===== config.mk =====
export PLATFORM = sky130hd
export DESIGN_NAME = krq_ram
export DESIGN_NICKNAME = d
export VERILOG_FILES = /design/src/krq_ram.sv
export SDC_FILE = /design/constraint.sdc
export NUM_CORES = 1
export LEC_CHECK = 0
export BUFFER_PORTS_ARGS = -buffer_cell sky130_fd_sc_hd__buf_4
export CAP_MARGIN = 20
export CORE_ASPECT_RATIO = 0.5
export CORE_UTILIZATION = 60
export DETAILED_ROUTE_END_ITERATION = 6
export GPL_ROUTABILITY_DRIVEN = 1
export GPL_TIMING_DRIVEN = 1
export PLACE_DENSITY = 0.77
export REMOVE_ABC_BUFFERS = 1
export SETUP_SLACK_MARGIN = 0.4
export SYNTH_ARGS = -nofsm -noshare
export SYNTH_HDL_FRONTEND = slang
export SYNTH_SLANG_ARGS = --single-unit

===== constraint.sdc =====
create_clock -name i_clk -period 2.4 [get_ports i_clk]
set_input_delay 0.48 -clock i_clk [delete_from_list [all_inputs] [get_ports i_clk]]
set_output_delay 0.48 -clock i_clk [all_outputs]
set_load 0.005 [all_outputs]

===== src/krq_ram.sv =====
// Generic single-write, single-read synchronous RAM with registered read data.
// No dependencies.
`timescale 1ns / 1ps

module krq_ram #(
    parameter int WIDTH = 8,
    parameter int DEPTH = 16
) (
    input  logic                     i_clk,
    input  logic                     i_we,
    input  logic [$clog2(DEPTH)-1:0] i_waddr,
    input  logic [WIDTH-1:0]         i_wdata,
    input  logic [$clog2(DEPTH)-1:0] i_raddr,
    output logic [WIDTH-1:0]         o_rdata
);

    logic [WIDTH-1:0] r_mem [DEPTH];
    logic [WIDTH-1:0] r_rdata;

    // write port
    always_ff @(posedge i_clk) begin
        if (i_we) begin
            r_mem[i_waddr] <= i_wdata;
        end
    end

    // registered read port
    always_ff @(posedge i_clk) begin
        r_rdata <= r_mem[i_raddr];
    end

    assign o_rdata = r_rdata;

endmodule


==> metrics.md, run 1 <==
| Metric | Value |
|---|---|
| Number of buffer and inverter stages on the critical path | 2 |
| CP max FO | 15 |
| R2r setup slk | 1.02 ns |
| Synth warn | 0 |
| Synthesized area | 5150 um2 |
| First-pass GRT wire length | 14.8 mm |
| Seq cells post-synth | 136 |
| Area growth syn-to-layout | 18.2% |
| CP most frequent cell | buf_4 |
| Post-CTS sizing | 0 |
| Post-synthesis area per instance | 22.5 um2 |
| Slowest stage cell, crit path | mux4_1 |
| Post-synthesis sequential area ratio | 77.8% |
| Vias | 2568 |
| CTS Buffer Depth | 2 |
| Iter 0 DRT Violations | 249 |
| Initial antenna violation count | 0 |
| TritonRoute pass-1 iters | 5 |
| HP Start | i_wdata[5] |
| Drt total wl | 9.82 mm |
| CTS clock-pin slew for the worst setup and hold paths | 0.06 ns |
| Dpl hpwl | 6.22 mm |
| CP Class | in2reg |
| Synth cell types | 19 |
| Final min period | 1.55 ns |
| TritonCTS clock tree | done |
| Max_slew headroom | 46.1% |
| Final Util | 74.7% |
| Largest net degree at the start of global routing | 33 |
| Worst-Margin Slew | 0.806 ns |
| # IOs | 26 |
| Vias per cell | 6.33 |
| Root Buffer Master | clkbuf_16 |
| Worst VDD drop | 0.000547 V |
| Worst hold slack | 0.376 ns |
| RSZ-0062 raised after global routing | false |
| Ant diodes | 0 |
| Final Wtd Congestion | 0.851 |
| Number of global-route vias before repair | 2448 |
| Worst-case reg-to-reg path depth | 3 |
| Crit path cell chain | buf_4 > buf_4 > mux4_1 > a22oi_1 > nand2_1 |
| CP arrival | 1.84 ns |
| GRT Overall Usage | 24.6% |
| IO Port Bufs | 25 |
| DRC | 0 |
| Final hold vios | 0 |
| R2R Path End | o_rdata[4]$_DFF_P_ |
| Area occupied by registers | 4000 um2 |
| Final setup fails | 0 |
| Die Ht | 67.5 um |
| Period Utilization, post-route | 64.5% |
| Cell family with most CP delay | multiplexers |
| Total grt overflow | 0 |
| Clk_lat worst skew | 0.41 ns |
| Worst Setup End Kind | flop |
| Post-DRT Antenna Nets | 0 |
| Die Area | 8980 um2 |
| Status | completed |
| Share of cells above drive strength 1 | 28.9% |
| Postcts setup bufs | 0 |
| Worst hold path depth | 1 |
| DIE WIDTH | 133 um |
| Post-Synthesis Cells | 229 |
| Most frequent cells in the layout | edfxtp_1 (128), buf_4 (42), mux4_2 (18) |
| Number of buffers created by CTS | 17 |
| CORE AREA | 8140 um2 |
| Htree depth | 4 |
| Worst reg2reg startpoint | r_mem[10][4]$_DFFE_PP_ |
| Cts hold-fix bufs | 0 |
| CP Launch Type | input pin |
| Highest Clock Rate | 646 MHz |
| Initial Util | 63.2% |
| Pins Over Slew Limit | 0 |
| Detailed-route wire length per cell | 24.2 um |
| Max Cap Viol | 0 |
| Worst stage delay on the critical path | 0.55 ns |
| Rows | 23 |
| Most common cell after layout, fill and taps aside | edfxtp_1 |
| # nets final | 299 |
| P_leak | 2.08 nW |
| Fillcell total | 449 |
| Clock skew | 0.00605 ns |
| WHS Endpoint | r_mem[4][5]$_DFFE_PP_ |
| Multi-input gate area | 1060 um2 |
| Hold WC Path Type | in2reg |
| Setup TNS | 0 ns |
| CP required | 2.69 ns |
| Pwr dens | 878 nW/um2 |
| Clock sinks | 136 |
-- final cells by class --
cell class | instances | area share (%)
Multi-Input combinational cell | 83 | 17.4
Sequential cell | 136 | 65.8
Timing Repair Buffer | 43 | 5.51
Clock inverter | 4 | 0.699
Clock buffer | 28 | 8.33
Tap cell | 112 | 2.30
-- cell usage after synthesis --
cell type / instances / area (um2)
edfxtp_1: 128 / 3840
or3b_2: 1 / 8.76
and2_1: 1 / 6.26
and2b_1: 1 / 7.51
buf_6: 3 / 33.8
nand2b_1: 2 / 12.5
a22oi_1: 16 / 120
mux4_1: 14 / 368
buf_2: 3 / 15.0
mux4_2: 18 / 405
nand2_1: 9 / 33.8
nand3b_1: 2 / 15.0
nor2_1: 13 / 48.8
nand3_1: 1 / 5.00
buf_4: 1 / 7.51
nor2b_1: 1 / 6.26
dfxtp_1: 8 / 160
clkdlybuf4s25_2: 3 / 30.0
nor3_1: 4 / 20.0
-- per-stage QoR --
| step | area [um2] | power, mW | cells | worst slack (ns) |
|---|---|---|---|---|
| after global placement | 5540 | 2.96 | 374 | 0.432 |
| after CTS | 6090 | 5.37 | 406 | 0.842 |
| after global routing | 6090 | 5.47 | 406 | 0.723 |
| after detailed placement | 5540 | 2.97 | 374 | 0.415 |
| after floorplan | 5060 | 2.82 | 219 | 0.427 |
| final | 6090 | 5.34 | 406 | 0.851 |
-- logic make-up after synthesis --
kind of cell	count (synthesis)	synth area share, %
compound gates	16	2.33
flops	136	77.8
simple gates	35	3.18
buf+inv	10	1.68
mux	32	15.0
-- report_power, final --
group          leakage (nW)  switching [mW]  internal, mW
sequential             1.22          0.0178          2.66
combinational         0.591           0.133         0.120
clock                 0.268           0.889          1.53
total                  2.08            1.04          4.30
-- state kept, by name, indices dropped and copies added, names as in the netlist --
register  flops
o_rdata       8
r_mem       128
-- layer usage --
layer / up-vias / wire (um) / GRT usage (%)
met4: 0 / 153 / 10.2
met3: 18 / 657 / 7.13
li1: 1075 / - / -
met5: - / 0 / 0
met2: 113 / 4380 / 34.9
met1: 1362 / 4620 / 36.4
-- worst max-delay path by stage --
| stage | start | endpoint | slack [ns] | cells past startpoint |
|---|---|---|---|---|
| 2_1_floorplan | i_waddr[2] | r_mem[0][0]$_DFFE_PP_ | 0.43 | 2 |
| 3_3_place_gp | i_raddr[0] | o_rdata[5]$_DFF_P_ | 0.43 | 5 |
| 3_5_place_dp | i_raddr[0] | o_rdata[3]$_DFF_P_ | 0.41 | 5 |
| 4_1_cts | i_raddr[0] | o_rdata[5]$_DFF_P_ | 0.84 | 5 |
| 5_1_grt | i_raddr[0] | o_rdata[3]$_DFF_P_ | 0.72 | 5 |
| 6_report | i_raddr[0] | o_rdata[3]$_DFF_P_ | 0.85 | 5 |
Note: power is estimated with default switching activity, not from simulation.
==> run 2: changes to the inputs <==
--- a/config.mk
+++ b/config.mk
@@ -5,6 +5,7 @@
 export SDC_FILE = /design/constraint.sdc
 export NUM_CORES = 1
 export LEC_CHECK = 0
+export ABC_AREA = 1
 export BUFFER_PORTS_ARGS = -buffer_cell sky130_fd_sc_hd__buf_4
 export CAP_MARGIN = 20
 export CORE_ASPECT_RATIO = 0.5
==> constraint.sdc (replaced) <==
create_clock -name i_clk -period 1.45 [get_ports i_clk]
set_input_delay 0.29 -clock i_clk [delete_from_list [all_inputs] [get_ports i_clk]]
set_output_delay 0.29 -clock i_clk [all_outputs]
set_load 0.005 [all_outputs]
==> run 2 against run 1 <==
Sequential cell count did not move. First-iteration DRC count grew 140%. Combinational power grew 150%. Critical path depth decreased by 4. Sequential share of layout area down 6.8 points. Final area is 12% higher. Largest power group unchanged.
==> metrics.md, run 2 <==
| Metric | Value |
|---|---|
| Highest Clock Rate | 858 MHz |
| TritonRoute pass-1 iters | 5 (unchanged) |
| Most common cell after layout, fill and taps aside | nand2_1 (was edfxtp_1) |
| Clock skew | 0.00421 ns (was 0.00605 ns) |
| Most frequent cells in the layout | nand2_1 (173), edfxtp_1 (128), inv_1 (100) (was edfxtp_1 (128), buf_4 (42), mux4_2 (18)) |
| Synth warn | 0 (unchanged) |
| Period Utilization, post-route | 80.4% |
| DP Worst Slack | 0.106 ns (was 0.415 ns) |
| Ant diodes | 0 (unchanged) |
| Area growth syn-to-layout | 18.1% (was 18.2%) |
| Cell family with most CP delay | flip-flops (was multiplexers) |
| # nets final | 615 (was 299) |
| Max reg flops | 128 (unchanged) |
| Clk_lat worst skew | 0.41 ns (about the same) |
| Largest Register | r_mem (unchanged) |
| Most common cell in the netlist | nand2_1 (was edfxtp_1) |
| Worst Setup End Kind | output port (was flop) |
| Crit path depth | 1 (was 5) |
| CTS clock-pin slew for the worst setup and hold paths | 0.05 ns (was 0.06 ns) |
| Rows | 24 (was 23) |
| Number of buffer and inverter stages on the critical path | 1 (was 2) |
| Postcts setup bufs | 0 (unchanged) |
| Switching power | 1.87 mW (was 1.04 mW) |
| Slowest stage cell, crit path | dfxtp_4 (was mux4_1) |
| CP max FO | 1 (was 15) |
| Post-synth top flop | edfxtp_1 (unchanged) |
| Number of global-route vias before repair | 3894 (was 2448) |
| EDFF count, synth | 128 (unchanged) |
| Worst VDD drop | 0.000961 V (was 0.000547 V) |
| Synth cell types | 12 (was 19) |
| Max_slew headroom | 76.1% (was 46.1%) |
| Setup TNS | 0 ns (unchanged) |
| Worst-Margin Slew | 0.358 ns (was 0.806 ns) |
| Initial antenna violation count | 0 (unchanged) |
| Sw Ratio | 20.8% (was 19.5%) |
| RSZ-0062 raised after global routing | true (was false) |
| Internal cell power | 7.11 mW (was 4.30 mW) |
| Iter 0 DRT Violations | 597 (was 249) |
| Die Area | 10000 um2 (was 8980 um2) |
| Post-Synthesis Cells | 551 (was 229) |
| Worst-case reg-to-reg path depth | 6 (was 3) |
| Root Buffer Master | clkbuf_16 (unchanged) |
| GRT Overall Usage | 29.1% (was 24.6%) |
| Dpl hpwl | 8.27 mm (was 6.22 mm) |
| First-pass GRT wire length | 20.9 mm (was 14.8 mm) |
| Post-synthesis area per instance | 10.5 um2 (was 22.5 um2) |
| Sequential fraction of design power | 49.5% (was 50.1%) |
| Leading area contributor after synthesis | edfxtp_1 (unchanged) |
| CP arrival | 0.88 ns (was 1.84 ns) |
| Die Ht | 71.3 um (was 67.5 um) |
| Clock power frac | 43.7% (was 45.2%) |
| DIE WIDTH | 141 um (was 133 um) |
| Combinational power share | 6.9% (was 4.7%) |
| Largest net degree at the start of global routing | 51 (was 33) |
| Setup ws final | 0.285 ns (was 0.851 ns) |
| P_leak | 2.99 nW (was 2.08 nW) |
| TritonCTS clock tree | done (unchanged) |
| DRC | 0 (unchanged) |
| Synthesized area | 5770 um2 (was 5150 um2) |
| Post-DRT Antenna Nets | 0 (unchanged) |
| Final hold vios | 0 (unchanged) |
| # IOs | 26 (unchanged) |
| Pwr dens | 1320 nW/um2 (was 878 nW/um2) |
| Final min period | 1.17 ns |
| Number of buffers created by CTS | 17 (unchanged) |
| Cts hold-fix bufs | 0 (unchanged) |
| Initial Util | 64.0% (was 63.2%) |
| Detailed-route wire length per cell | 18.2 um (was 24.2 um) |
| IO Port Bufs | 25 (unchanged) |
| Post-synthesis sequential area ratio | 69.4% (was 77.8%) |
| Fraction of registers with async set/reset | 0% (unchanged) |
| Final setup fails | 0 (unchanged) |
| Clock sinks | 136 (unchanged) |
| CP Class | reg2out (was in2reg) |
| CORE AREA | 9010 um2 (was 8140 um2) |
| Commonest cells in the netlist | nand2_1 (173), edfxtp_1 (128), inv_1 (100), nand3_1 (97), nor2_1 (17) (was edfxtp_1 (128), mux4_2 (18), a22oi_1 (16), mux4_1 (14), nor2_1 (13)) |
| Worst hold path depth | 1 (unchanged) |
| Synth area leaders | edfxtp_1 (67%), nand2_1 (11%), nand3_1 (8.4%), inv_1 (6.5%), dfxtp_1 (2.8%) (was edfxtp_1 (75%), mux4_2 (7.9%), mux4_1 (7.1%), dfxtp_1 (3.1%), a22oi_1 (2.3%)) |
| Worst hold slack | 0.220 ns (was 0.376 ns) |
| CP required | 1.16 ns (was 2.69 ns) |
| Hold WC Path Type | in2reg (unchanged) |
| Worst stage delay on the critical path | 0.36 ns (was 0.55 ns) |
| Share of cells above drive strength 1 | 15.1% (was 28.9%) |
| Vias per cell | 5.60 (was 6.33) |
| Max Cap Viol | 0 (unchanged) |
| Status | completed (unchanged) |
| Synth top area share | 66.7% (was 74.7%) |
| Final Wtd Congestion | 0.869 (was 0.851) |
| CP Launch Type | flop (was input pin) |
| Vias | 4071 (was 2568) |
| Drt total wl | 13.2 mm (was 9.82 mm) |
| Pins Over Slew Limit | 0 (unchanged) |
| Crit path cell chain | buf_6 (was buf_4 > buf_4 > mux4_1 > a22oi_1 > nand2_1) |
| Htree depth | 4 (unchanged) |
| CTS Buffer Depth | 2 (unchanged) |
| Total grt overflow | 0 (unchanged) |
| Seq cells post-synth | 136 (unchanged) |
-- run 2: changes by cell type in the layout (fill, tap and decap cells not counted), moves of 7 or more --
cell     before  now
mux4_2       18    0
inv_1         0  100
buf_6         0    8
nand2_1       9  173
dfxtp_2       0    7
mux4_1       14    0
nand3_1       1   90
a22oi_1      16    0
dfxtp_1       8    0
nand3_2       0    7
-- run 2: cells by family after synthesis --
| logic type | Yosys count | synth area share [%] |
|---|---|---|
| AND/OR/NAND/NOR | 289 | 21.0 |
| flip-flops | 136 | 69.4 |
| buffers and inverters | 126 | 9.52 |
-- run 2: final timing paths --
check / from / end / slack, ns
setup reg to reg: r_mem[12][0]$_DFFE_PP_ / o_rdata[0]$_DFF_P_ / 0.47
setup / recovery: o_rdata[7]$_DFF_P_ / o_rdata[7] / 0.28
hold reg to reg: r_mem[2][3]$_DFFE_PP_ / o_rdata[3]$_DFF_P_ / 0.68
hold / removal: i_wdata[2] / r_mem[13][2]$_DFFE_PP_ / 0.22
-- run 2: through the flow --
stage | cell area [um2] | std cells | utilization, % | total power, mW
5_1_grt | 6810 | 727 | 75.6 | 9.23
2_1_floorplan | 5600 | 527 | - | 4.74
4_1_cts | 6770 | 727 | 75.2 | 9.00
3_3_place_gp | 6190 | 695 | 68.7 | 5.08
6_report | 6810 | 727 | 75.6 | 8.99
3_5_place_dp | 6190 | 695 | 68.7 | 5.09
-- run 2: power groups by stage --
| stage | logic, mW | clock network (mW) | registers [mW] |
|---|---|---|---|
| 2_1_floorplan | 0.237 | 0 | 4.50 |
| 3_3_place_gp | 0.569 | 0 | 4.51 |
| 3_5_place_dp | 0.584 | 0 | 4.51 |
| 4_1_cts | 0.603 | 3.95 | 4.44 |
| 5_1_grt | 0.672 | 4.11 | 4.45 |
| 6_report | 0.619 | 3.92 | 4.44 |
-- run 2: metal layers --
layer	wire (um)	up-vias	GRT usage [%]
li1	-	1867	-
met1	5410	1940	41.2
met2	6180	231	44.4
met3	1350	33	7.35
met4	272	0	11.0
met5	0	-	0
-- run 2: cell type report --
cell class / instances / area [um2]
sequential: 136 / 4020
fill: 540 / 2200
multi-input combinational: 289 / 1250
clock buffer: 28 / 497
timing repair buffer: 51 / 475
inverter: 102 / 383
tap: 117 / 146
clock inverter: 4 / 45.0
-- run 2: repair_timing --
item / in CTS / in global routing
cloned: 0 / 0
hold endpoints to repair: 0 / 0
pin swaps: 0 / 2
gates resized for setup: 15 / 9
setup endpoints to repair: 9 / 13
==> run 3: changes to the inputs <==
--- a/config.mk
+++ b/config.mk
@@ -5,7 +5,7 @@
 export SDC_FILE = /design/constraint.sdc
 export NUM_CORES = 1
 export LEC_CHECK = 0
-export ABC_AREA = 1
+export ABC_AREA = 0
 export BUFFER_PORTS_ARGS = -buffer_cell sky130_fd_sc_hd__buf_4
 export CAP_MARGIN = 20
 export CORE_ASPECT_RATIO = 0.5
==> constraint.sdc (replaced) <==
create_clock -name i_clk -period 1.2 [get_ports i_clk]
set_input_delay 0.24 -clock i_clk [delete_from_list [all_inputs] [get_ports i_clk]]
set_output_delay 0.24 -clock i_clk [all_outputs]
set_load 0.005 [all_outputs]
==> run 3 against run 2 <==
The run now ends with DRC, setup timing left. Sequential cell count did not move. Clock skew up 0.0039 ns. Clock power grew 19%. Final cell count shrank 42%. Clock-buffer cell count down 2. Critical endpoint is now o_rdata[5]$_DFF_P_. Highest routed layer unchanged.
==> metrics.md, run 3 (synthesized netlist as in run 1, its figures left out) <==
| Metric | Value |
|---|---|
| IO Port Bufs | 25 (unchanged) |
| TritonRoute pass-1 iters | 7 (was 5) |
| Hold WC Path Type | in2reg (unchanged) |
| Most frequent cells in the layout | edfxtp_1 (128), mux4_2 (28), buf_6 (24) (was nand2_1 (173), edfxtp_1 (128), inv_1 (100)) |
| Largest Register | r_mem (unchanged) |
| Final min period | 1.41 ns |
| Iter 0 DRT Violations | 377 (was 597) |
| Worst Setup End Kind | flop (was output port) |
| Status | finished, violations left (was completed) |
| CTS clock-pin slew for the worst setup and hold paths | 0.06 ns (was 0.05 ns) |
| Setup ws final | -0.205 ns (was 0.285 ns) |
| CP required | 1.50 ns (was 1.16 ns) |
| Max Cap Viol | 0 (unchanged) |
| CP max FO | 2 (was 1) |
| Pins Over Slew Limit | 0 (unchanged) |
| Post-DRT Antenna Nets | 0 (unchanged) |
| Clock skew | 0.00809 ns (was 0.00421 ns) |
| Clk_lat worst skew | 0.42 ns (was 0.41 ns) |
| Top sig layer | met4 (unchanged) |
| Switching power | 2.31 mW (was 1.87 mW) |
| Highest Clock Rate | 712 MHz |
| Worst-Margin Slew | 1.05 ns (was 0.358 ns) |
| Detailed-route wire length per cell | 30.9 um (was 18.2 um) |
| Combinational power share | 6.5% (was 6.9%) |
| Number of global-route vias before repair | 2661 (was 3894) |
| P_leak | 2.18 nW (was 2.99 nW) |
| Failing checks | DRC, setup timing |
| Initial Util | 63.2% (was 64.0%) |
| Die Ht | 67.5 um (was 71.3 um) |
| Root Buffer Master | clkbuf_16 (unchanged) |
| CP Class | reg2reg (was reg2out) |
| DR WL met2 | 5.92 mm (was 6.18 mm) |
| Sw Ratio | 21.5% (was 20.8%) |
| Max_slew headroom | 29.9% (was 76.1%) |
| Most common cell after layout, fill and taps aside | edfxtp_1 (was nand2_1) |
| Final Util | 79.8% (was 75.6%) |
| # IOs | 26 (unchanged) |
| Die Area | 8980 um2 (was 10000 um2) |
| GRT Overall Usage | 30.0% (was 29.1%) |
| Vias per cell | 6.72 (was 5.60) |
| Layout Cells excl Fill | 421 (was 727) |
| DIE WIDTH | 133 um (was 141 um) |
| CP arrival | 1.70 ns (was 0.88 ns) |
| Drt total wl | 13.0 mm (was 13.2 mm) |
| Max reg flops | 128 (unchanged) |
| Initial antenna violation count | 1 (was 0) |
| Dpl cells | 383 (was 695) |
| # nets final | 315 (was 615) |
| Htree depth | 4 (unchanged) |
| Internal cell power | 8.43 mW (was 7.11 mW) |
| CORE AREA | 8140 um2 (was 9010 um2) |
| Total grt overflow | 0 (unchanged) |
| RSZ-0062 raised after global routing | true (unchanged) |
| Final setup fails | 8 (was 0) |
| Dpl hpwl | 6.56 mm (was 8.27 mm) |
| CP Launch Type | flop (unchanged) |
| DRC | 1 (was 0) |
| Number of buffers created by CTS | 17 (unchanged) |
| Worst VDD drop | 0.00130 V (was 0.000961 V) |
| Sequential fraction of design power | 50.0% (was 49.5%) |
| Share of cells above drive strength 1 | 46.8% (was 15.1%) |
| Clock power frac | 43.4% (was 43.7%) |
| M1 wire length | 5.20 mm (was 5.41 mm) |
| Period Utilization, post-route | 117% |
| Vias | 2828 (was 4071) |
| Clock sinks | 136 (unchanged) |
| Area growth syn-to-layout | 26.3% (was 18.1%) |
| Final Wtd Congestion | 0.830 (was 0.869) |
| Pwr dens | 1650 nW/um2 (was 1320 nW/um2) |
| Largest net degree at the start of global routing | 17 (was 51) |
| Rows | 23 (was 24) |
| TritonCTS clock tree | done (unchanged) |
| Final hold vios | 0 (unchanged) |
| CTS Buffer Depth | 2 (unchanged) |
| First-pass GRT wire length | 17.5 mm (was 20.9 mm) |
| Met3 wire len | 1.69 mm (was 1.35 mm) |
## run 3: power groups by stage
| stage | logic (mW) | clock network [mW] | registers [mW] |
|---|---|---|---|
| 3_3_place_gp | 0.522 | 0 | 5.44 |
| 6_report | 0.701 | 4.66 | 5.37 |
| 5_1_grt | 0.729 | 4.89 | 5.37 |
| 2_1_floorplan | 0.213 | 0 | 5.43 |
| 3_5_place_dp | 0.544 | 0 | 5.44 |
| 4_1_cts | 0.615 | 4.60 | 5.36 |
## run 3: cell type report
type,count,area [um2]
timing repair buffer,59,643
sequential,136,4010
antenna,1,2.50
fill,351,1640
multi-input combinational,83,1190
clock inverter,4,21.3
clock buffer,26,489
tap,112,140
## run 3: path summary, 6_finish.rpt
check	from	end	slack, ns	depth (start not counted)
max	r_mem[0][5]$_DFFE_PP_	o_rdata[5]$_DFF_P_	-0.21	3
min	i_wdata[0]	r_mem[12][0]$_DFFE_PP_	0.13	1
max reg2reg	r_mem[0][5]$_DFFE_PP_	o_rdata[5]$_DFF_P_	-0.21	3
min reg2reg	r_mem[12][5]$_DFFE_PP_	o_rdata[5]$_DFF_P_	0.70	3
## run 3: routing by layer
| metal | up-vias | track usage [%] |
|---|---|---|
| met2 | 247 | 44.9 |
| met3 | 18 | 10.5 |
| met4 | 0 | 7.76 |
| met5 | - | 0 |
| met1 | 1462 | 42.9 |
| li1 | 1101 | - |
## run 3: critical path, stage by stage (launching register included)
cell      delay (ns)
edfxtp_1        0.45
mux4_2          0.54
a22oi_2         0.21
nand2_1         0.08
## run 3: metrics by stage
stage / total power [mW] / instance area (um2) / setup WS, ns / hold slack (ns) / TNS (ns)
floorplan: 5.65 / 5060 / -0.533 / 0.339 / -16.46
global placement: 5.96 / 5640 / -0.381 / 0.540 / -21.48
detailed placement: 5.99 / 5640 / -0.419 / 0.561 / -24.29
CTS: 10.6 / 6320 / -0.153 / 0.118 / -0.894
global route: 11.0 / 6500 / -0.234 / 0.124 / -1.19
finish: 10.7 / 6500 / -0.205 / 0.129 / -0.961
## run 3: repair_timing
item                                    in CTS  in global routing
pin swaps                                   10                 10
buffers inserted                             3                  4
resized for setup                           54                 44
hold buffers                                 0                  0
endpoints found under the setup margin     120                142
