===== src/krq_pkg.sv =====
// Package for the keyed request queue: sizes, entry layout, codes and FSM states.
// No dependencies; krq_ctrl, the top level and the checker import it.
`timescale 1ns / 1ps

package krq_pkg;

    // Queue geometry (depth is a power of two so the ring wraps by truncation)
    localparam int QUEUE_DEPTH = 256;
    localparam int HANDLE_BITS = 16;
    localparam int ADDR_W      = $clog2(QUEUE_DEPTH);
    localparam int CNT_W       = $clog2(QUEUE_DEPTH + 1);
    localparam int CFG_W       = 9;
    localparam int LIM_W       = (CFG_W > CNT_W) ? CFG_W : CNT_W;
    localparam int OUT_CNT_W   = 9;
    localparam int HANDLE_W    = 16;
    localparam logic [CFG_W-1:0] MAX_ENTRIES_RST = CFG_W'(255);

    typedef struct packed {
        logic [31:0]            seq;
        logic [31:0]            src;
        logic [31:0]            dst;
        logic [7:0]             dev;
        logic [HANDLE_BITS-1:0] handle;
    } t_entry;

    localparam int ENTRY_W = $bits(t_entry);

    typedef enum logic [1:0] {
        CMD_ADD = 2'd0,
        CMD_GET = 2'd1,
        CMD_DEL = 2'd2,
        CMD_NOP = 2'd3
    } t_cmd;

    typedef enum logic [1:0] {
        ST_DONE = 2'd0,
        ST_DUP  = 2'd1,
        ST_OLD  = 2'd2,
        ST_MISS = 2'd3
    } t_status;

    typedef enum logic [2:0] {
        S_IDLE,
        S_SCAN,
        S_SHIFT,
        S_COMMIT,
        S_OUT
    } t_state;

    // Request from the controller to the entry memory
    typedef struct packed {
        logic               we;
        logic [ADDR_W-1:0]  waddr;
        t_entry             wdata;
        logic [ADDR_W-1:0]  raddr;
    } t_ram_req;

endpackage


===== src/krq_ctrl.sv =====
// Queue controller: ring of entries in memory, scan, in-place removal by shifting.
// Depends on krq_pkg; drives one krq_ram instance through a t_ram_req.
`timescale 1ns / 1ps

module krq_ctrl import krq_pkg::*; (
    input  logic                  i_clk,
    input  logic                  i_rst_n,
    input  logic [LIM_W-1:0]      i_limit,
    input  logic                  i_in_valid,
    output logic                  o_in_stall,
    input  logic [1:0]            i_command,
    input  t_entry                i_key,
    output logic                  o_out_valid,
    input  logic                  i_out_stall,
    output logic [1:0]            o_status,
    output logic [HANDLE_W-1:0]   o_found_handle,
    output logic                  o_evicted,
    output logic [HANDLE_W-1:0]   o_evicted_handle,
    output logic [CNT_W-1:0]      o_count,
    output t_ram_req              o_ram,
    input  t_entry                i_rdata
);

    t_state                 r_state, n_state;
    logic [ADDR_W-1:0]      r_head, n_head;
    logic [CNT_W-1:0]       r_count, n_count;
    t_cmd                   r_cmd, n_cmd;
    t_entry                 r_key, n_key;
    logic [CNT_W-1:0]       r_ptr, n_ptr;
    logic                   r_chk_vld, n_chk_vld;
    logic [CNT_W-1:0]       r_chk_idx, n_chk_idx;
    logic [CNT_W-1:0]       r_hit_idx, n_hit_idx;
    logic                   r_dup, n_dup;
    logic [HANDLE_BITS-1:0] r_first_handle, n_first_handle;
    t_status                r_status, n_status;
    logic [HANDLE_W-1:0]    r_found_handle, n_found_handle;
    logic                   r_evicted, n_evicted;
    logic [HANDLE_W-1:0]    r_evicted_handle, n_evicted_handle;

    logic              accept;
    logic              issue;
    logic              id_eq;
    logic              full_eq;
    logic              chk_last;
    logic              old_now;
    logic              dup_now;
    logic              hit;
    logic              shift_done;
    logic              evict;
    logic [CNT_W-1:0]  last_idx;

    assign accept   = i_in_valid && (r_state == S_IDLE);
    assign last_idx = r_count - CNT_W'(1);
    assign issue    = (r_ptr < r_count);
    assign id_eq    = (i_rdata.seq == r_key.seq);
    assign full_eq  = id_eq && (i_rdata.src == r_key.src) && (i_rdata.dst == r_key.dst)
                      && (i_rdata.dev == r_key.dev);
    assign chk_last = r_chk_vld && (r_chk_idx == last_idx);
    assign old_now  = chk_last && ($signed(i_rdata.seq) > $signed(r_key.seq));
    assign dup_now  = r_dup || (r_chk_vld && full_eq);
    assign hit      = r_chk_vld && id_eq;
    assign shift_done = chk_last || (r_hit_idx == last_idx);
    assign evict    = (r_count != '0) && (LIM_W'(r_count) >= i_limit);

    // next state
    always_comb begin
        n_state = r_state;
        unique case (r_state)
            S_IDLE: begin
                if (accept) begin
                    unique case (t_cmd'(i_command))
                        CMD_ADD:          n_state = (r_count == '0) ? S_COMMIT : S_SCAN;
                        CMD_GET, CMD_DEL: n_state = (r_count == '0) ? S_OUT : S_SCAN;
                        default:          n_state = S_OUT;
                    endcase
                end
            end
            S_SCAN: begin
                if (r_cmd == CMD_ADD) begin
                    if (chk_last) begin
                        n_state = (old_now || dup_now) ? S_OUT : S_COMMIT;
                    end
                end else if (hit) begin
                    n_state = S_SHIFT;
                end else if (chk_last) begin
                    n_state = S_OUT;
                end
            end
            S_SHIFT: begin
                if (shift_done) begin
                    n_state = S_OUT;
                end
            end
            S_COMMIT: n_state = S_OUT;
            S_OUT: begin
                if (!i_out_stall) begin
                    n_state = S_IDLE;
                end
            end
            default: n_state = S_IDLE;
        endcase
    end

    // datapath and memory requests
    always_comb begin
        n_head           = r_head;
        n_count          = r_count;
        n_cmd            = r_cmd;
        n_key            = r_key;
        n_ptr            = r_ptr;
        n_chk_vld        = 1'b0;
        n_chk_idx        = r_chk_idx;
        n_hit_idx        = r_hit_idx;
        n_dup            = r_dup;
        n_first_handle   = r_first_handle;
        n_status         = r_status;
        n_found_handle   = r_found_handle;
        n_evicted        = r_evicted;
        n_evicted_handle = r_evicted_handle;
        o_ram.we         = 1'b0;
        o_ram.waddr      = r_head + r_count[ADDR_W-1:0];
        o_ram.wdata      = r_key;
        o_ram.raddr      = r_head + r_ptr[ADDR_W-1:0];
        unique case (r_state)
            S_IDLE: begin
                if (accept) begin
                    n_cmd            = t_cmd'(i_command);
                    n_key            = i_key;
                    n_ptr            = '0;
                    n_dup            = 1'b0;
                    n_found_handle   = '0;
                    n_evicted        = 1'b0;
                    n_evicted_handle = '0;
                    n_status         = ST_DONE;
                    if ((t_cmd'(i_command) == CMD_GET || t_cmd'(i_command) == CMD_DEL)
                        && r_count == '0) begin
                        n_status = ST_MISS;
                    end
                end
            end
            S_SCAN: begin
                // stream reads, check each entry in the cycle after its read is issued
                if (issue) begin
                    n_ptr     = r_ptr + CNT_W'(1);
                    n_chk_vld = 1'b1;
                    n_chk_idx = r_ptr;
                end
                if (r_cmd == CMD_ADD) begin
                    n_dup = dup_now;
                    if (r_chk_vld && r_chk_idx == '0) begin
                        n_first_handle = i_rdata.handle;
                    end
                    if (chk_last) begin
                        if (old_now) begin
                            n_status = ST_OLD;
                        end else if (dup_now) begin
                            n_status = ST_DUP;
                        end
                    end
                end else if (hit) begin
                    // restart the stream just behind the match for the shift
                    n_hit_idx = r_chk_idx;
                    n_ptr     = r_chk_idx + CNT_W'(1);
                    n_chk_vld = 1'b0;
                    if (r_cmd == CMD_GET) begin
                        n_found_handle = HANDLE_W'(i_rdata.handle);
                    end
                end else if (chk_last) begin
                    n_status = ST_MISS;
                end
            end
            S_SHIFT: begin
                // move each later entry down one place; reads run ahead of writes
                if (issue) begin
                    n_ptr     = r_ptr + CNT_W'(1);
                    n_chk_vld = 1'b1;
                    n_chk_idx = r_ptr;
                end
                if (r_chk_vld) begin
                    o_ram.we    = 1'b1;
                    o_ram.waddr = r_head + r_chk_idx[ADDR_W-1:0] - ADDR_W'(1);
                    o_ram.wdata = i_rdata;
                end
                if (shift_done) begin
                    n_count   = last_idx;
                    n_chk_vld = 1'b0;
                end
            end
            S_COMMIT: begin
                // evicting and appending land on the same ring slot only when the ring holds QUEUE_DEPTH entries
                o_ram.we  = 1'b1;
                n_evicted = evict;
                if (evict) begin
                    n_head           = r_head + ADDR_W'(1);
                    n_evicted_handle = HANDLE_W'(r_first_handle);
                end else begin
                    n_count = r_count + CNT_W'(1);
                end
            end
            S_OUT: begin
            end
            default: begin
            end
        endcase
    end

    // control registers
    always_ff @(posedge i_clk) begin
        if (!i_rst_n) begin
            r_state   <= S_IDLE;
            r_head    <= '0;
            r_count   <= '0;
            r_chk_vld <= 1'b0;
        end else begin
            r_state   <= n_state;
            r_head    <= n_head;
            r_count   <= n_count;
            r_chk_vld <= n_chk_vld;
        end
    end

    // payload registers
    always_ff @(posedge i_clk) begin
        r_cmd            <= n_cmd;
        r_key            <= n_key;
        r_ptr            <= n_ptr;
        r_chk_idx        <= n_chk_idx;
        r_hit_idx        <= n_hit_idx;
        r_dup            <= n_dup;
        r_first_handle   <= n_first_handle;
        r_status         <= n_status;
        r_found_handle   <= n_found_handle;
        r_evicted        <= n_evicted;
        r_evicted_handle <= n_evicted_handle;
    end

    assign o_in_stall       = (r_state != S_IDLE);
    assign o_out_valid      = (r_state == S_OUT);
    assign o_status         = r_status;
    assign o_found_handle   = r_found_handle;
    assign o_evicted        = r_evicted;
    assign o_evicted_handle = r_evicted_handle;
    assign o_count          = r_count;

endmodule


===== config.mk =====
export PLATFORM = sky130hd
export DESIGN_NAME = krq_ctrl
export DESIGN_NICKNAME = d
export VERILOG_FILES = /design/src/krq_pkg.sv /design/src/krq_ctrl.sv
export SDC_FILE = /design/constraint.sdc
export NUM_CORES = 1
export LEC_CHECK = 0
export BUFFER_PORTS_ARGS = -buffer_cell sky130_fd_sc_hd__buf_4
export CAP_MARGIN = 15
export CELL_PAD_IN_SITES_DETAIL_PLACEMENT = 1
export CELL_PAD_IN_SITES_GLOBAL_PLACEMENT = 1
export CORE_ASPECT_RATIO = 0.7
export CORE_MARGIN = 4
export CORE_UTILIZATION = 41
export CTS_CLUSTER_DIAMETER = 200
export DETAILED_ROUTE_END_ITERATION = 6
export GPL_ROUTABILITY_DRIVEN = 0
export MAX_ROUTING_LAYER = met4
export PLACE_DENSITY_LB_ADDON = 0.1
export SYNTH_ARGS = -nofsm -noshare
export SYNTH_HDL_FRONTEND = slang
export SYNTH_SLANG_ARGS = --single-unit

===== constraint.sdc =====
create_clock -name i_clk -period 12.3 [get_ports i_clk]
set_clock_uncertainty 0.05 [all_clocks]
set_input_delay 0 -clock i_clk [delete_from_list [all_inputs] [get_ports i_clk]]
set_output_delay 0 -clock i_clk [all_outputs]
set_load 0.05 [all_outputs]

==> results of run 1 <==
-- worst register-to-register path, stage by stage, from the launching register on --
cell	delay, ps
dfxtp_1	460
inv_1	200
ha_1	250
nor3b_4	540
and4_4	360
xnor2_1	140
xnor2_1	100
a2111o_1	550
a2111o_1	500
a31oi_1	210
a311o_1	130
dlygate4sd3_1	550
-- kinds of logic after synthesis --
family	Yosys count	synth area share
simple gates	533	0.1873
flops	222	0.4988
compound gates	195	0.09300
buf+inv	148	0.04476
xor+xnor	130	0.08797
fa+ha+maj	87	0.08585
mux	3	0.002320
-- per-layer routing --
metal	vias to the layer above	wire [um]	global-route usage
met5	-	0	-
met4	0	2071	0.1085
met3	128	4937	0.07977
met2	581	27230	0.5305
met1	6255	22250	0.4005
li1	5731	-	-
-- how the worst max path moves through the flow --
stage,from,endpoint,slack [ps],depth (start not counted)
after floorplan,r_state[0]$_SDFFE_PN0P_,o_found_handle[0]$_SDFFCE_PN0P_,7620,6
after global placement,o_count[1]$_SDFFE_PN0P_,o_status[0]$_DFFE_PP_,8800,10
after detailed placement,o_count[1]$_SDFFE_PN0P_,o_status[0]$_DFFE_PP_,8560,10
after CTS,o_count[1]$_SDFFE_PN0P_,r_state[2]$_SDFFE_PN0P_,8230,11
after global routing,o_count[1]$_SDFFE_PN0P_,r_state[2]$_SDFFE_PN0P_,7930,11
final,o_count[1]$_SDFFE_PN0P_,r_state[2]$_SDFFE_PN0P_,8200,11
-- stage by stage --
stage | instances | utilization | power [mW]
floorplan | 1318 | - | 2.490
global placement | 2135 | 0.5345 | 3.103
detailed placement | 2135 | 0.5345 | 3.156
CTS | 2321 | 0.6055 | 3.954
global route | 2327 | 0.6061 | 4.171
finish | 2329 | 0.6063 | 3.998
-- power by group --
| part | switching, mW | total, mW | internal, mW |
|---|---|---|---|
| registers | 0.168 | 1.24 | 1.07 |
| logic | 1.37 | 2.00 | 0.637 |
| clock network | 0.320 | 0.753 | 0.433 |
| total | 1.85 | 4.00 | 2.14 |
-- flip-flops by register name (all words and copies together) (netlist names), 3 cells and up --
| name | count |
|---|---|
| o_found_handle | 16 |
| r_key | 120 |
| r_first_handle | 16 |
| r_hit_idx | 9 |
| o_count | 9 |
| r_head | 8 |
| r_state | 3 |
| r_ptr | 9 |
| r_chk_idx | 9 |
| o_evicted_handle | 16 |
-- cell usage in the layout (no fill, tap or decap), drive strengths merged, types with 4 or more instances in the layout --
master and instances:
nor2b 5, or4 7, o21ai 61, ha 84, o21bai 10, a21o 22, nand4 22, dfxtp 21
buf 450, nand3 26, nor3b 4, nand2 329, and3 23, a21oi 56, or3 9, a31oi 7
nor2 37, xnor2 49, inv 95, clkbuf 27, diode 7, o211ai 10, xor2 81, edfxtp 201
nor3 12, clkinv 14, and2 22, nand2b 5, dlygate4sd3 142, nor4 26
-- final cells by class --
cell class | instances | area, um2
clock buffers | 27 | 633.1
inverters | 96 | 362.8
well taps | 420 | 525.5
clock inverters | 17 | 157.7
diodes | 7 | 17.52
fillers | 3409 | 12260
multi-input cells | 948 | 5932
flip-flops and latches | 222 | 6456
repair buffers | 592 | 4800
-- repair_timing --
action	4_1_cts	5_1_grt
setup buffers	0	0
endpoints found under the hold margin	161	0
hold buffers	142	0
==> summary.txt, run 1 <==
Finish
  – Share of layout cells above drive strength 1: 0.2634
  – Post-route cell area: 18880 um2
  – Area growth from synthesis to layout: 45.91%
  – Final nets: 2226

Placed design
  – Hpwl dp: 39.63 mm
  – Area post-placement: 16650 um2
  – Post-place setup slack: 8559 ps
  – PortBufs: 437

Worst setup path
  – Worst R2R Start: o_count[1]$_SDFFE_PN0P_
  – Cell family with most CP delay: compound AO/OA/AOI/OAI gates
  – Worst-path cell chain: inv_1, ha_1, nor3b_4, and4_4, xnor2_1, xnor2_1, a2111o_1, a2111o_1, a31oi_1, a311o_1, dlygate4sd3_1
  – WP buf/inv: 2
  – Data required, critical path: 12710 ps
  – CP peak stage delay: 550 ps
  – CP max-delay cell: a2111o_1
  – RR Endpoint: r_state[2]$_SDFFE_PN0P_
  – Worst Setup End Kind: flip-flop
  – CP max FO: 14
  – R2r worst-path depth: 11
  – CP startpoint kind: flip-flop
  – Worst path arrival time: 4510 ps
  – FF-to-FF setup slack: 8200 ps
  – Critical path type: reg2reg

Logic synthesis
  – Synth cell count leaders: nand2_1 (329), edfxtp_1 (201), inv_1 (95)
  – Top post-synthesis cells by area: edfxtp_1 (47%), nand2_1 (9.5%), ha_1 (8.1%)
  – Post-synth top area cell: edfxtp_1
  – Post-Synthesis Cells: 1318
  – Post-Syn Nets: 1660
  – Cell variety after synth: 62
  – Count leader, synth: nand2_1
  – Number of flops mapped to enable cells by yosys: 201
  – Area share of the largest cell type after synthesis: 0.4664
  – Synth Area per Inst: 9.820 um2
  – Top FF cell, synth: edfxtp_1
  – Sequential element share of the synthesized area: 0.4988
  – Ys Warns: 0
  – Synthesized cell area: 12940 um2
  – FF+latch count, synth: 222
  – Asr flop ratio synth: 0

Clocking
  – Sink Count: 222
  – CTS tree: done
  – Clock slew at the register clock pins of the worst setup and hold paths: 70 ps
  – Worst-Skew Late Latency: 520 ps
  – Root Buffer: clkbuf_16
  – Maximum clock path buffer count: 3
  – CTS Buf Count: 24
  – H-tree Lvls: 1
  – PostCTS Resize Cnt: 0

Routing
  – Post-Route WL: 56.49 mm
  – DR vias: 12700
  – Vias per inst: 5.451
  – Drc violations: 0
  – Antenna Violating Nets Remaining: 0
  – Drt pass-1 iters: 4
  – Iter 0 DRT Violations: 1157
  – WL/cell: 24.25 um

Min path
  – Worst Hold Class: in2reg
  – Hold endpoint: r_key[93]$_DFFE_PP_
  – Hold path cells: 2
  – Hold_sp: i_key[93]

Global routing
  – Grt ovf: 0
  – First-pass GRT wire length: 82.94 mm
  – Vias in the first global route: 13650
  – Largest net degree at the start of global routing: 97
  – Total track usage: 0.3260
  – Initial antenna violation count: 5

STA
  – Final Hold Viols: 0
  – Setup ws final: 8201 ps
  – Final worst-path cycle share: 0.3333
  – Post-route setup TNS: 0 ps
  – Relative slew slack: 0.2303
  – Min Hold Slack: 144.7 ps
  – RSZ-0062 raised after global routing: false
  – Final min period: 4099 ps
  – Worst-Margin Slew: 1154 ps
  – Peak Freq: 244.0 MHz
  – Setup Viol. Count Final: 0
  – Final Max Slew Viols: 0

Pwr
  – Worst VDD drop: 0.0001152 V
  – PwrDens: 211.7 nW/um2
  – Pleak: 8.515 nW

Floorplanning
  – # rows: 54
  – Die Span Y: 156.7 um
  – Die width: 220.4 um
  – Initial Util: 0.4155
  – Total core area: 31150 um2
  – Io pins: 438
  – Die area: 34520 um2

Outcome
  – Status: complete, no violations

Flow run
  – Max Cap Viol: 0
Note: power is estimated with default switching activity, not from simulation.
==> inputs of run 2 (changes only) <==
Settings changed: ABC_AREA set to 1, CORE_UTILIZATION 41 to 34.
Clock period 12.3 ns to 3.55 ns, I/O delays scaled along.
==> summary.txt, run 2 <==
STA
  – Final Max Slew Viols: 0 (unchanged)
  – Setup Viol. Count Final: 0 (unchanged)
  – Relative slew slack: 0.4752 (+0.2449)
  – Setup ws final: 313.3 ps (-7888 ps)
  – Final Hold Viols: 0 (unchanged)
  – Final worst-path cycle share: 0.9117
  – Worst-Margin Slew: 787.2 ps (-367.3 ps)
  – Peak Freq: 309.0 MHz
  – Final min period: 3237 ps

Placed design
  – Post-place setup slack: 489.7 ps (-8069 ps)
  – Hpwl dp: 41.02 mm (+3.5%)
  – PortBufs: 437 (unchanged)

Logic synthesis
  – Asr flop ratio synth: 0 (unchanged)
  – Count leader, synth: nand2_1
  – Xor/xnor share of the synthesized area: 0.06650 (-0.02147)
  – Post-Syn Nets: 1864 (+12%)
  – Synthesized cell area: 13170 um2 (+1.8%)
  – Number of flops mapped to enable cells by yosys: 201 (unchanged)
  – Post-Synthesis Cells: 1522 (+15%)
  – Compound-Gate Fraction of Synth Area: 0.07648 (-0.01652)
  – Cell variety after synth: 44 (-29%)
  – Largest family of logic cells by synthesized area: simple AND/OR/NAND/NOR gates
  – Synth Area in Simple Gates: 0.2153 (+0.02802)
  – Multiplexer share of the synthesized area: 0 (-0.002320)
  – Sequential element share of the synthesized area: 0.4902 (-0.008625)
  – FF+latch count, synth: 222 (unchanged)
  – Synth cell count leaders: nand2_1 (462), edfxtp_1 (201), inv_1 (189)
  – Ys Warns: 0 (unchanged)
  – Post-synth top area cell: edfxtp_1
  – Top FF cell, synth: edfxtp_1
  – Area share of the largest cell type after synthesis: 0.4583 (-0.008064)
  – Post-Synth Adder-Cell Area: 0.08436 (-0.001484)
  – Synth Area per Inst: 8.653 um2 (-12%)
  – Top post-synthesis cells by area: edfxtp_1 (46%), nand2_1 (13%), ha_1 (8.0%)

Finish
  – Most frequent cells in the layout: nand2_1 (460), buf_4 (452), edfxtp_1 (201)
  – Layout Utilization: 0.5097 (-0.09657)
  – Final nets: 2451 (+10%)
  – Area growth from synthesis to layout: 48.47%
  – Most flops, register: r_key
  – Max reg flops: 120 (unchanged)
  – Share of layout cells above drive strength 1: 0.2542 (-0.009178)
  – Most common cell after layout, fill and taps aside: nand2_1

Routing
  – DR vias: 12610 (-0.64%)
  – Drc violations: 0 (unchanged)
  – Drt pass-1 iters: 5 (+1)
  – Vias per inst: 4.742 (-13%)
  – Iter 0 DRT Violations: 654 (-43%)
  – Antenna Violating Nets Remaining: 0 (unchanged)
  – WL/cell: 20.40 um (-16%)
  – Post-Route WL: 54.26 mm (-3.9%)

Clocking
  – Sink Count: 222 (unchanged)
  – CTS tree: done
  – Clock slew at the register clock pins of the worst setup and hold paths: 60 ps (about the same)
  – CTS Buf Count: 26 (+8.3%)
  – Root Buffer: clkbuf_16
  – Maximum clock path buffer count: 3 (unchanged)
  – H-tree Lvls: 1 (unchanged)
  – Worst-Skew Late Latency: 560 ps (+40 ps)

Floorplanning
  – Die area: 42000 um2 (+22%)
  – Initial Util: 0.3433 (-0.07221)
  – Die width: 243.2 um (+10%)
  – Io pins: 438 (unchanged)
  – Total core area: 38360 um2 (+23%)
  – # rows: 60 (+11%)
  – Die Span Y: 172.7 um (+10%)

Worst setup path
  – Cell family with most CP delay: adder cells
  – Critical path type: reg2out
  – CP startpoint kind: flip-flop
  – Worst Setup End Kind: output pin
  – Worst path arrival time: 3190 ps (-1320 ps)
  – CP peak stage delay: 460 ps (-90 ps)
  – RR Endpoint: o_status[0]$_DFFE_PP_
  – R2r worst-path depth: 15 (+4)
  – WP buf/inv: 6 (+4)
  – Worst R2R Start: o_count[0]$_SDFFE_PN0P_
  – Worst-path cell chain: inv_1, ha_1, inv_1, ha_1, inv_1, fa_1, nor2_1, a211oi_1, nor2_1, nor2_1, nor2_1, nor2_1, inv_1, a21oi_1, o21ai_0, o21ai_0, inv_1, buf_6
  – FF-to-FF setup slack: 500 ps (-7700 ps)
  – Data required, critical path: 3500 ps (-9210 ps)
  – CP max FO: 4 (-10)
  – CP max-delay cell: edfxtp_1

Global routing
  – Initial antenna violation count: 4 (-1)
  – Total track usage: 0.2577 (-0.06823)
  – Vias in the first global route: 13700 (+0.35%)
  – First-pass GRT wire length: 81.80 mm (-1.4%)
  – Grt ovf: 0 (unchanged)
  – Largest net degree at the start of global routing: 149 (+54%)

Outcome
  – Status: complete, no violations

Min path
  – Hold path cells: 5 (+3)
  – Hold endpoint: r_dup$_SDFFCE_PN0P_
  – Worst Hold Class: in2reg
  – Hold_sp: i_in_valid

Pwr
  – Worst VDD drop: 0.0004201 V (+260%)
  – PwrDens: 708.3 nW/um2 (+230%)
  – Pleak: 9.096 nW (+6.8%)

Flow run
  – Max Cap Viol: 0 (unchanged)
==> run 2: cell types whose count changed after synthesis, moves of 26 or more <==
cell	previous run	this run
inv_1	95	189
nand3_1	26	52
nand2_1	329	462
nor2_1	37	123
o21ai_0	60	104
xor2_1	81	40
==> run 2: how the worst max path moves through the flow <==
| stage | from | end | slack (ps) | depth (start not counted) |
|---|---|---|---|---|
| finish | r_chk_idx[1]$_DFFE_PP_ | o_ram[135] | 310 | 18 |
| global route | r_chk_idx[1]$_DFFE_PP_ | o_ram[135] | -30 | 18 |
| CTS | r_head[1]$_SDFFE_PN0P_ | o_ram[135] | 190 | 18 |
| floorplan | r_state[2]$_SDFFE_PN0P_ | o_evicted_handle[0]$_SDFFCE_PN0P_ | 40 | 5 |
| detailed placement | o_count[1]$_SDFFE_PN0P_ | o_status[0]$_DFFE_PP_ | 490 | 15 |
| global placement | o_count[1]$_SDFFE_PN0P_ | o_status[0]$_DFFE_PP_ | 660 | 15 |
==> run 2: area by class of cell <==
| cell class | instances | area [um2] |
|---|---|---|
| multi-input combinational | 1067 | 5878 |
| clock inverter | 20 | 289.0 |
| fill | 4473 | 18810 |
| antenna | 5 | 12.51 |
| timing repair buffer | 596 | 4866 |
| inverter | 196 | 737.0 |
| tap | 527 | 659.4 |
| clock buffer | 27 | 654.4 |
| sequential | 222 | 6457 |
==> run 2: power breakdown <==
group	switching, mW	internal [mW]
clock network	1.18	1.85
registers	0.432	3.69
logic	4.66	2.04
total	6.28	7.57
==> run 2: logic make-up after synthesis <==
kind of cell | count (synthesis)
AOI/OAI and AO/OA | 189
xor gates and xnor gates | 100
adders and majority gates | 87
buffers and inverters | 233
DFF | 222
and+or+nand+nor | 691
==> run 2: worst register-to-register path, cell delays in order (launching register included) <==
cell and delay [ps]:
dfxtp_1 590, inv_2 190, ha_1 420, nand2_1 90, nand2_1 50, nor2_1 90, nand2_1 60, nor2_1 120
nand3_1 100, nor3_2 220, nand2_2 170, nor2_2 130, nand2_2 80, nand3_1 110, o211ai_1 90, nor2_1 190
==> run 2: metal layers <==
layer | wire (um) | GRT usage | part of all wire
met4 | 1101 | 0.05167 | 0.020
met3 | 3011 | 0.05457 | 0.055
met5 | 0 | - | 0
met2 | 27290 | 0.4504 | 0.50
met1 | 22860 | 0.3098 | 0.42
==> run 2: what timing repair did <==
action | 4_1_cts | 5_1_grt
resized for setup | 0 | 3
buffers inserted | 0 | 4
endpoints found under the setup margin | 0 | 1
hold buffers | 140 | 0
endpoints found under the hold margin | 167 | 0
==> run 2: per-stage QoR <==
stage	hold slack [ps]	cells	area, um2	power, mW	TNS, ps
finish	36.91	2660	19550	13.85	0
global route	55.91	2659	19550	14.58	-25.18
CTS	3.010	2651	19510	13.90	0
detailed placement	129.3	2464	17160	10.69	0
global placement	127.9	2464	17160	10.57	0
floorplan	48.87	1522	13200	8.340	0
